**config.mk**
```make
export PLATFORM = sky130hd
export DESIGN_NAME = round_robin_echo_ranger_top
export DESIGN_NICKNAME = d
export VERILOG_FILES = /design/src/sv/rre_pkg.sv /design/src/sv/rre_core.sv /design/src/sv/round_robin_echo_ranger_top.sv
export SDC_FILE = /design/constraint.sdc
export NUM_CORES = 1
export LEC_CHECK = 0
export BUFFER_PORTS_ARGS = -buffer_cell sky130_fd_sc_hd__buf_2
export CORE_MARGIN = 8
export CORE_UTILIZATION = 45
export DETAILED_ROUTE_END_ITERATION = 8
export GPL_ROUTABILITY_DRIVEN = 0
export GPL_TIMING_DRIVEN = 0
export PLACE_DENSITY = 0.64
export SYNTH_ARGS = -nofsm -noshare
export SYNTH_HDL_FRONTEND = slang
export SYNTH_SLANG_ARGS = --single-unit
```
**constraint.sdc**
```tcl
create_clock -name clk -period 7.91 [get_ports clk]
set_input_delay 0.791 -clock clk [delete_from_list [all_inputs] [get_ports clk]]
set_output_delay 0.791 -clock clk [all_outputs]
set_load 0.02 [all_outputs]
```
**src/sv/rre_pkg.sv**
```systemverilog
// rre_pkg: shared types and constants for the round robin echo ranger
`timescale 1ns / 1ps
`default_nettype none

package rre_pkg;

    localparam int SENSOR_W = 3;
    localparam int STAMP_W  = 16;
    localparam int DIST_W   = 16;
    localparam int CMD_W    = 2;
    localparam int MASK_W   = 8;
    localparam int RIDX_W   = 8;
    localparam int COUNT_W  = 4;

    // item kinds
    localparam logic [CMD_W-1:0] CMD_EDGE = 2'd0;
    localparam logic [CMD_W-1:0] CMD_POLL = 2'd1;
    localparam logic [CMD_W-1:0] CMD_READ = 2'd2;

    // register index, taken from paddr[2]
    localparam logic REG_SENSOR_COUNT = 1'b0;
    localparam logic [COUNT_W-1:0] SENSOR_COUNT_RESET = 4'd1;

    // floor(d*17/100) == (d * 17 * ceil(2^32/100)) >> 32 for every 16 bit d
    localparam int PROD_W     = 48;
    localparam int DIST_SHIFT = 32;
    localparam logic [PROD_W-1:0] DIST_MULT = 48'd730144441;

    localparam logic [DIST_W-1:0] DIST_BAD_INDEX = 16'hFFFF;

    typedef struct packed {
        logic [CMD_W-1:0]   cmd;
        logic [MASK_W-1:0]  edge_mask;
        logic [STAMP_W-1:0] edge_time;
        logic [RIDX_W-1:0]  read_index;
    } item_t;

    typedef struct packed {
        logic                trigger_fire;
        logic [SENSOR_W-1:0] trigger_sensor;
        logic                missed_echo;
        logic [DIST_W-1:0]   distance_mm;
    } result_t;

endpackage

`default_nettype wire

```
**src/sv/rre_core.sv**
```systemverilog
// rre_core: sensor scan state, echo stamps, distance store and result logic
`timescale 1ns / 1ps
`default_nettype none

module rre_core #(
    parameter int MAX_SENSORS = 8
) (
    input  wire logic                         clk,
    input  wire logic                         rst_n,
    input  wire logic                         advance,
    input  wire rre_pkg::item_t               item,
    input  wire logic [rre_pkg::COUNT_W-1:0]  sensor_count,
    output rre_pkg::result_t                  result
);

    localparam int IDX_W = (MAX_SENSORS > 1) ? $clog2(MAX_SENSORS) : 1;
    localparam logic [rre_pkg::COUNT_W-1:0] MAX_CNT = rre_pkg::COUNT_W'(MAX_SENSORS);
    localparam logic [rre_pkg::COUNT_W-1:0] LAST_SENSOR = rre_pkg::COUNT_W'(7);

    logic [rre_pkg::SENSOR_W-1:0] cur_reg, cur_next;
    logic                         pending_reg, pending_next;
    logic [rre_pkg::STAMP_W-1:0]  start_reg, start_next;
    logic [rre_pkg::STAMP_W-1:0]  end_reg, end_next;
    logic [rre_pkg::DIST_W-1:0]   dist_reg [MAX_SENSORS];

    logic [rre_pkg::COUNT_W-1:0]  eff_count;
    logic [rre_pkg::COUNT_W-1:0]  step_sensor;
    logic                         wrap;
    logic [rre_pkg::STAMP_W-1:0]  delta;
    logic [rre_pkg::PROD_W-1:0]   product;
    logic [rre_pkg::DIST_W-1:0]   dist_val;
    logic                         rd_ok;
    logic                         store_wr;

    always_comb
    begin
        eff_count   = (sensor_count < MAX_CNT) ? sensor_count : MAX_CNT;
        step_sensor = {1'b0, cur_reg} + rre_pkg::COUNT_W'(1);
        wrap        = (step_sensor >= eff_count) || (step_sensor > LAST_SENSOR);
        delta       = end_reg - start_reg;
        product     = rre_pkg::PROD_W'(delta) * rre_pkg::DIST_MULT;
        dist_val    = product[rre_pkg::DIST_SHIFT +: rre_pkg::DIST_W];
        rd_ok       = item.read_index < {4'b0000, eff_count};
    end

    always_comb
    begin
        cur_next     = cur_reg;
        pending_next = pending_reg;
        start_next   = start_reg;
        end_next     = end_reg;
        store_wr     = 1'b0;
        result       = '0;
        unique case (item.cmd)
            rre_pkg::CMD_EDGE:
            begin
                if (item.edge_mask[cur_reg])
                begin
                    if (!pending_reg)
                    begin
                        start_next   = item.edge_time;
                        pending_next = 1'b1;
                    end
                    else
                    begin
                        end_next     = item.edge_time;
                        pending_next = 1'b0;
                    end
                end
            end
            rre_pkg::CMD_POLL:
            begin
                if (!pending_reg)
                begin
                    store_wr = 1'b1;
                end
                else
                begin
                    start_next         = '0;
                    end_next           = '0;
                    pending_next       = 1'b0;
                    result.missed_echo = 1'b1;
                end
                cur_next              = wrap ? '0 : step_sensor[rre_pkg::SENSOR_W-1:0];
                result.trigger_fire   = 1'b1;
                result.trigger_sensor = cur_next;
            end
            rre_pkg::CMD_READ:
            begin
                result.distance_mm = rd_ok ? dist_reg[item.read_index[IDX_W-1:0]]
                                           : rre_pkg::DIST_BAD_INDEX;
            end
            default:
            begin
                result = '0;
            end
        endcase
    end

    always_ff @(posedge clk or negedge rst_n)
    begin
        if (!rst_n)
        begin
            cur_reg     <= '0;
            pending_reg <= 1'b0;
            start_reg   <= '0;
            end_reg     <= '0;
        end
        else if (advance)
        begin
            cur_reg     <= cur_next;
            pending_reg <= pending_next;
            start_reg   <= start_next;
            end_reg     <= end_next;
        end
    end

    always_ff @(posedge clk or negedge rst_n)
    begin
        if (!rst_n)
        begin
            for (int i = 0; i < MAX_SENSORS; i++)
            begin
                dist_reg[i] <= '0;
            end
        end
        else if (advance && store_wr)
        begin
            dist_reg[cur_reg[IDX_W-1:0]] <= dist_val;
        end
    end

    a_cur_in_range: assert property (@(posedge clk) disable iff (!rst_n)
        {1'b0, cur_reg} < MAX_CNT)
        else $error("current sensor beyond store depth");

    a_poll_clears_pending: assert property (@(posedge clk) disable iff (!rst_n)
        advance && item.cmd == rre_pkg::CMD_POLL |=> !pending_reg)
        else $error("echo still pending after poll");

    a_missed_only_on_poll: assert property (@(posedge clk) disable iff (!rst_n)
        result.missed_echo |-> result.trigger_fire && pending_reg)
        else $error("missed echo without pending poll");

    a_dist_only_on_read: assert property (@(posedge clk) disable iff (!rst_n)
        result.distance_mm != '0 |-> item.cmd == rre_pkg::CMD_READ)
        else $error("distance on non-read word");

endmodule

`default_nettype wire

```
**src/sv/round_robin_echo_ranger_top.sv**
```systemverilog
// round_robin_echo_ranger_top: handshake pipeline and register port around the ranger core
`timescale 1ns / 1ps
`default_nettype none

// Round robin echo ranger. Each input word (echo edge, poll tick or distance
// read) gives exactly one result word. A word passes an input register and a
// result register, and one word can be accepted every cycle while the output
// is not stalled: the scan state and distance store update in the single cycle
// a word moves from the input register to the result register. in_ready is high
// while the input register is empty or its word can move on to the result
// register, which is free when it is empty or being taken. Distances are
// floor(((end - start) mod 65536) * 17 / 100) mm, stored per sensor and
// cleared at reset. sensor_count sits at byte address 0 of the register port;
// the user must write it only while the block is idle, as the block itself
// does not enforce this.

module round_robin_echo_ranger_top #(
    parameter int MAX_SENSORS = 8
) (
    input  wire logic        clk,
    input  wire logic        rst_n,

    input  wire logic        psel,
    input  wire logic        penable,
    input  wire logic        pwrite,
    input  wire logic [2:0]  paddr,
    input  wire logic [31:0] pwdata,
    output logic      [31:0] prdata,
    output logic             pready,

    input  wire logic        in_valid,
    output logic             in_ready,
    input  wire logic [1:0]  cmd,
    input  wire logic [7:0]  edge_mask,
    input  wire logic [31:0] edge_time,
    input  wire logic [7:0]  read_index,

    output logic             out_valid,
    input  wire logic        out_ready,
    output logic             trigger_fire,
    output logic [2:0]       trigger_sensor,
    output logic             missed_echo,
    output logic [15:0]      distance_mm
);

    logic [rre_pkg::COUNT_W-1:0] sensor_count_reg;
    logic                        cfg_wr;

    logic             s1_valid_reg, s1_valid_next;
    rre_pkg::item_t   s1_item_reg;
    logic             out_valid_reg, out_valid_next;
    rre_pkg::result_t out_res_reg;
    rre_pkg::result_t core_res;

    logic in_fire;
    logic out_free;
    logic s1_adv;

    // register port
    assign pready = 1'b1;
    assign cfg_wr = psel && penable && pwrite && (paddr[2] == rre_pkg::REG_SENSOR_COUNT);
    assign prdata = (paddr[2] == rre_pkg::REG_SENSOR_COUNT)
                    ? {28'd0, sensor_count_reg} : 32'd0;

    always_ff @(posedge clk or negedge rst_n)
    begin
        if (!rst_n)
        begin
            sensor_count_reg <= rre_pkg::SENSOR_COUNT_RESET;
        end
        else if (cfg_wr)
        begin
            sensor_count_reg <= pwdata[rre_pkg::COUNT_W-1:0];
        end
    end

    // two stage word pipeline
    assign out_free = !out_valid_reg || out_ready;
    assign s1_adv   = s1_valid_reg && out_free;
    assign in_ready = !s1_valid_reg || out_free;
    assign in_fire  = in_valid && in_ready;

    always_comb
    begin
        s1_valid_next = s1_valid_reg;
        if (in_fire)
        begin
            s1_valid_next = 1'b1;
        end
        else if (s1_adv)
        begin
            s1_valid_next = 1'b0;
        end

        out_valid_next = out_valid_reg;
        if (s1_adv)
        begin
            out_valid_next = 1'b1;
        end
        else if (out_ready)
        begin
            out_valid_next = 1'b0;
        end
    end

    always_ff @(posedge clk or negedge rst_n)
    begin
        if (!rst_n)
        begin
            s1_valid_reg  <= 1'b0;
            out_valid_reg <= 1'b0;
        end
        else
        begin
            s1_valid_reg  <= s1_valid_next;
            out_valid_reg <= out_valid_next;
        end
    end

    always_ff @(posedge clk)
    begin
        if (in_fire)
        begin
            s1_item_reg.cmd        <= cmd;
            s1_item_reg.edge_mask  <= edge_mask;
            s1_item_reg.edge_time  <= edge_time[rre_pkg::STAMP_W-1:0];
            s1_item_reg.read_index <= read_index;
        end
        if (s1_adv)
        begin
            out_res_reg <= core_res;
        end
    end

    rre_core #(
        .MAX_SENSORS (MAX_SENSORS)
    ) u_core (
        .clk          (clk),
        .rst_n        (rst_n),
        .advance      (s1_adv),
        .item         (s1_item_reg),
        .sensor_count (sensor_count_reg),
        .result       (core_res)
    );

    assign out_valid      = out_valid_reg;
    assign trigger_fire   = out_res_reg.trigger_fire;
    assign trigger_sensor = out_res_reg.trigger_sensor;
    assign missed_echo    = out_res_reg.missed_echo;
    assign distance_mm    = out_res_reg.distance_mm;

    a_no_overrun: assert property (@(posedge clk) disable iff (!rst_n)
        s1_valid_reg && !out_free |=> s1_valid_reg && $stable(s1_item_reg))
        else $error("input register overwritten while stalled");

    a_result_held: assert property (@(posedge clk) disable iff (!rst_n)
        out_valid_reg && !out_ready |=> out_valid_reg && $stable(out_res_reg))
        else $error("result register changed while stalled");

    a_fill_from_stage: assert property (@(posedge clk) disable iff (!rst_n)
        !out_valid_reg && $past(out_valid_reg) == 1'b0 && out_valid_reg == 1'b0
        |=> out_valid_reg == $past(s1_valid_reg))
        else $error("result register filled without a word in the input register");

endmodule

`default_nettype wire

```
## Yosys cells after proc, flatten, opt, wreduce, memory -nomap -nowiden

Index checks and enable logic that the tools add are counted.
Widths: inputs -> output; s select.

- Bits in registers: 225
- Latch bits: 0
- Bits in writable memories: 0
- ROM bits: 0
- Input bits: 92
- Output and inout port bits: 56
- Word-level logic and storage cells: 92
- Memories kept: 0

- Add/subtract/negate cells: 2
- $mul: 1
- Divide/modulo/power cells: 0
- Magnitude comparators: 8
- Eq/ne operators: 6
- Shift-type cells: 0
- Muxes and demuxes: 29
- Bitwise operators: 3
- Reductions and logical operators: 20

Operators by type and width:

| cell | number |
|---|---|
| $mux 16 | 9 |
| $bwmux 128 | 1 |
| $pmux 16 s2 | 2 |
| $bmux 16 s3 | 1 |
| $demux 16 s3 | 1 |
| $mul 16x30->46 const B | 1 |
| $sub 16x16->16 | 1 |
| $reduce_and 5->1 | 2 |
| $mux 1 | 9 |
| $ge 4x4->1 const B | 2 |
| $lt 8x4->1 | 1 |
| $mux 4 | 2 |
| $not 3->4 | 2 |
| $logic_and 1x1->1 | 7 |
| $ne 2x1->1 const B | 3 |
| $reduce_bool 2->1 | 3 |
| $mux 5 | 1 |
| $add 3x1->4 const B | 1 |
| $ge 4x4->1 | 1 |
| $gt 4x3->1 const B | 1 |
| $lt 3x4->1 const B | 1 |
| $lt 4x1->1 const B | 1 |
| $lt 4x4->1 const B | 1 |
| $bmux 1 s3 | 1 |
| 11 further kinds | 14 |

## Logic depth before layout (Yosys ltp)

- Depth after elaboration: 6
- Mapped depth: 33
- Depth with buffers taken out: 32

## Cells and area by module

Synthesis repeated with hierarchy kept, for this count alone.

- Cell total of the unflattened synthesis: 1533
- Area, all modules: 16666.0 um^2

By module, submodules not included:

| module | instances | cells an instance | area an instance (um^2) | seq. area each (um^2) |
|---|---|---|---|---|
| rre_core | 1 | 1426 | 14495.2 | 3703.6 |
| round_robin_echo_ranger_top | 1 | 107 | 2170.8 | 1803.0 |

## Worst setup path after synthesis

Ideal clock, no wire load.

- Path kind: register to register
- Start: register u_core.end_reg[2] (netlist bit)
- End: register u_core.dist_reg[102] (netlist bit)
- Setup time: 125 ps
- Data arrival time: 7730 ps
- Required time: 7785 ps
- Setup slack: 55 ps
- Stages on the path, launching flop included: 31
- Path buffers: 0
- Period minus slack after synthesis: 7855 ps
- Cell sequence: dfrtp_1 ha_1 nor2b_1 o21ai_0 a21boi_0 o2111ai_1 nand3_1 a2111o_1 nand3_1 inv_1 ha_1 inv_1 ha_1 nor2_1 fa_1 inv_1 fa_1 inv_1 fa_1 fa_1 inv_1 fa_1 ha_1 a211o_1 a21oi_1 o21ai_1 a41o_1 or4b_4 a2111oi_4 a311oi_2 mux2_4

- Word-level cells in the longest chain between the ends: 3

RTL lines:

| what | RTL line | text |
|---|---|---|
| from (decl) | rre_core.sv:23 | `logic [rre_pkg::STAMP_W-1:0] end_reg, end_next;` |
| from (signal assigned) | rre_core.sv:114 | `end_reg <= end_next;` |
| $sub 16x16->16 | rre_core.sv:40 | `delta = end_reg - start_reg;` |
| $mul 16x30->46 | rre_core.sv:41 | `product = rre_pkg::PROD_W'(delta) * rre_pkg::DIST_MULT;` |
| $bwmux 128 | rre_core.sv:129 | `dist_reg[cur_reg[IDX_W-1:0]] <= dist_val;` |
| to (signal, indexed assignment) | rre_core.sv:129 |  |
| to (decl) | rre_core.sv:24 | `logic [rre_pkg::DIST_W-1:0] dist_reg [MAX_SENSORS];` |

Every way passes these cells.
A chain may end at the register's enable or synchronous reset.

## Worst setup path in the final report

- Start: register u_core.start_reg[0] (netlist bit)
- End: register u_core.dist_reg[29] (netlist bit)

- Word-level cells in the longest chain between the ends: 3

RTL lines:

| what | RTL line | text |
|---|---|---|
| from (decl) | rre_core.sv:22 | `logic [rre_pkg::STAMP_W-1:0] start_reg, start_next;` |
| from (signal assigned) | rre_core.sv:113 | `start_reg <= start_next;` |
| $sub 16x16->16 | rre_core.sv:40 |  |
| $mul 16x30->46 | rre_core.sv:41 |  |
| $bwmux 128 | rre_core.sv:129 |  |

Every way passes these cells.

==> flow_metrics.env <==
export IMPL_synth_seq_area_share=0.317
export IMPL_cts_buffers=20
export IMPL_crit_type="reg2reg"
export IMPL_dp_slack_ns=-1.88
export IMPL_core_area_um2=37800
export IMPL_cap_violations=0
export IMPL_avgSynthCellArea_um2=10.5
export IMPL_cp_slowest_cell="fa_2"
export IMPL_clock_latency_ns=0.50
export IMPL_pin_count=148
export IMPL_dr_pass1_iters=5
export IMPL_critPathMaxFanout=8
export IMPL_die_x_um=212
export IMPL_critical_path_top_delay_family="adder cells"
export IMPL_place_port_buffers=72
export IMPL_synth_edf_count=54
export IMPL_instances_no_fill=2376
export IMPL_drtIter0Drc=853
export IMPL_grt_antenna_before_repair=2
export IMPL_cp_data_required_time_ns=8.29
export IMPL_yosys_warnings=0
export IMPL_rsz0062_at_grt="true"
export IMPL_largest_reg_flops=112
export IMPL_ys_flop_type="dfrtp_1"
export IMPL_grt_max_degree=102
export IMPL_finClkSkew_ns=0.0127
export IMPL_max_stage_delay_ns=0.61
export IMPL_worst_ep_arrival_time_ns=8.26
export IMPL_drc=0
export IMPL_num_vias=12900
export IMPL_synth_common_cells="inv_1, ha_1, nand2_1"
export IMPL_cp_common_cell="fa_1"
export IMPL_cts_tree="done"
export IMPL_synth_top_cell_area_share=0.222
export IMPL_routed_wl_um=47100
export IMPL_ys_ff_latch=208
export IMPL_max_freq_ghz=0.127
export IMPL_clockBufferDepth=3
export IMPL_status="completed"
export IMPL_placedCellCount=2262
export IMPL_finalCritPeriodShare=0.996
export IMPL_grt_ovfl_total=0
export IMPL_ys_types=73
export IMPL_setup_viol=0
export IMPL_drtAntennaViolNets=0
export IMPL_fillers=3256
export IMPL_grt_pass1_wl_um=73500
export IMPL_final_nets=2282
export IMPL_num_rows=71
export IMPL_syn_inst=1650
export IMPL_endpoint_kind="register"
export IMPL_worstPathBufferInverterCount=4
export IMPL_setup_tns_final_ns=0
export IMPL_start_util=0.458
export IMPL_dpl_hpwl_um=35300
export IMPL_clock_sink_count=208
export IMPL_yosys_area_top_type="dfrtp_1"
export IMPL_timing_final_hold_violations=0
export IMPL_ys_top_cells_by_area="dfrtp_1, fa_1, ha_1"
export IMPL_period_needed_ns=7.88
export IMPL_drive_gt1_frac=0.236
export IMPL_ys_async_sr_fraction=0.740
export IMPL_wl_per_cell_um=19.8
export IMPL_viasPerCell=5.43
export IMPL_min_path_type="in2async"
export IMPL_setup_ws_ns=0.0315
export IMPL_worst_slew_pin_slew_ns=1.09
export IMPL_drv_slew=0
export IMPL_grt_pass1_vias=13600
export IMPL_syn_to_final_growth_pct=20.1
export IMPL_htree_levels=1
export IMPL_path_clk_slew_ns=0.06
export IMPL_dieArea_um2=44900
export IMPL_syn_area_um2=17300
export IMPL_grt_usage=0.207
export IMPL_fp_dieH_um=212
export IMPL_final_util=0.550
export IMPL_start_kind="register"
export IMPL_max_slew_margin=0.274
export IMPL_yosysMostFrequentCell="inv_1"
export IMPL_root_buffer="clkbuf_16"
[what timing repair did]
action                                 4_1_cts  5_1_grt
setup endpoints to repair                  112      112
setup buffers                               42       37
gates resized for setup                    120       76
hold buffers                                 0        0
cloned                                       0        2
endpoints found under the hold margin        0        0
pin swaps                                   51       63
[path summary, 6_finish.rpt]
check | from | end | slack (ns) | cells past startpoint
worst max-delay path | u_core.start_reg[0] | u_core.dist_reg[29] | 0.03 | 28
worst min-delay path | rst_n | s1_valid_reg | 0.23 | 1
worst max register to register | u_core.start_reg[0] | u_core.dist_reg[29] | 0.03 | 28
worst min register to register | u_core.dist_reg[80] | u_core.dist_reg[80] | 0.47 | 2
max in group asynchronous | rst_n | u_core.dist_reg[36] | 6.78 | 2
min in group clk | edge_time[3] | s1_item_reg[11] | 0.47 | 1
[final cells by class]
type / instances / area [um^2] / area share
Tap cell: 511 / 639 / 0.0308
Timing Repair Buffer: 150 / 1060 / 0.0511
Antenna cell: 1 / 2.50 / 0.000121
Multi-Input combinational cell: 1127 / 11500 / 0.555
Clock buffer: 21 / 526 / 0.0253
Sequential cell: 208 / 5480 / 0.264
Buffer: 74 / 395 / 0.0191
Clock inverter: 15 / 114 / 0.00549
Inverter: 269 / 1020 / 0.0490
[cells in the final DEF, fill, tap and decap left out, types with 14 or more instances in the layout]
master	netlist	layout
inv_1	268	251
ha_1	193	166
nand2_1	166	165
dfrtp_1	153	153
fa_1	147	133
buf_4	30	97
o21ai_0	95	82
buf_2	3	74
edfxtp_1	54	54
nor2_1	56	51
nand3_1	45	41
clkbuf_1	36	34
a21oi_1	44	32
mux4_2	30	30
mux2_2	29	29
conb_1	2	29
ha_4	0	23
clkbuf_16	0	21
nand2b_1	18	17
nand4_1	16	16
o31ai_1	19	16
mux2i_1	17	16
inv_2	1	15
o211ai_1	14	14
fa_2	0	14
[metal layers]
metal  wire [um]  track usage  vias to the layer above  part of all wire
met3        2670       0.0331                      104             0.057
met1       19700        0.264                     6418              0.42
met5          12            0                        -           0.00025
met2       23200        0.356                      418              0.49
li1            -            -                     5967                 -
met4        1510       0.0669                        2             0.032
[worst reg2reg max path, delay by kind of cell, from the launching register on]
kind,cells,cell delay [ns]
fa+ha+maj,9,3.94
compound gates,9,1.95
simple gates,3,0.47
flops,1,0.41
buf+inv,4,0.39
xor+xnor,2,0.32
mux,1,0.28
[cell families (layout without fill, tap and decap cells)]
group                    after synthesis  after routing  share of synthesized area
AO/OA/AOI/OAI                        271            271                      0.101
XOR/XNOR                              22             23                     0.0116
adder cells (fa/ha/maj)              340            340                      0.310
buffers and inverters                344            529                     0.0815
flip-flops                           208            208                      0.317
multiplexers                          84             84                     0.0748
other                                  2             30                   0.000435
AND/OR/NAND/NOR                      379            380                      0.103
[metrics by stage]
stage | cell area, um^2 | hold WS [ns]
floorplan | 17400 | 0.442
detailed placement | 18400 | 0.460
CTS | 20100 | 0.264
finish | 20700 | 0.229
global placement | 18400 | 0.455
global route | 20700 | 0.267
Power is left out: the tool's default activity adds up to more than one toggle a clock period on the data nets, which glitch-free logic cannot reach.
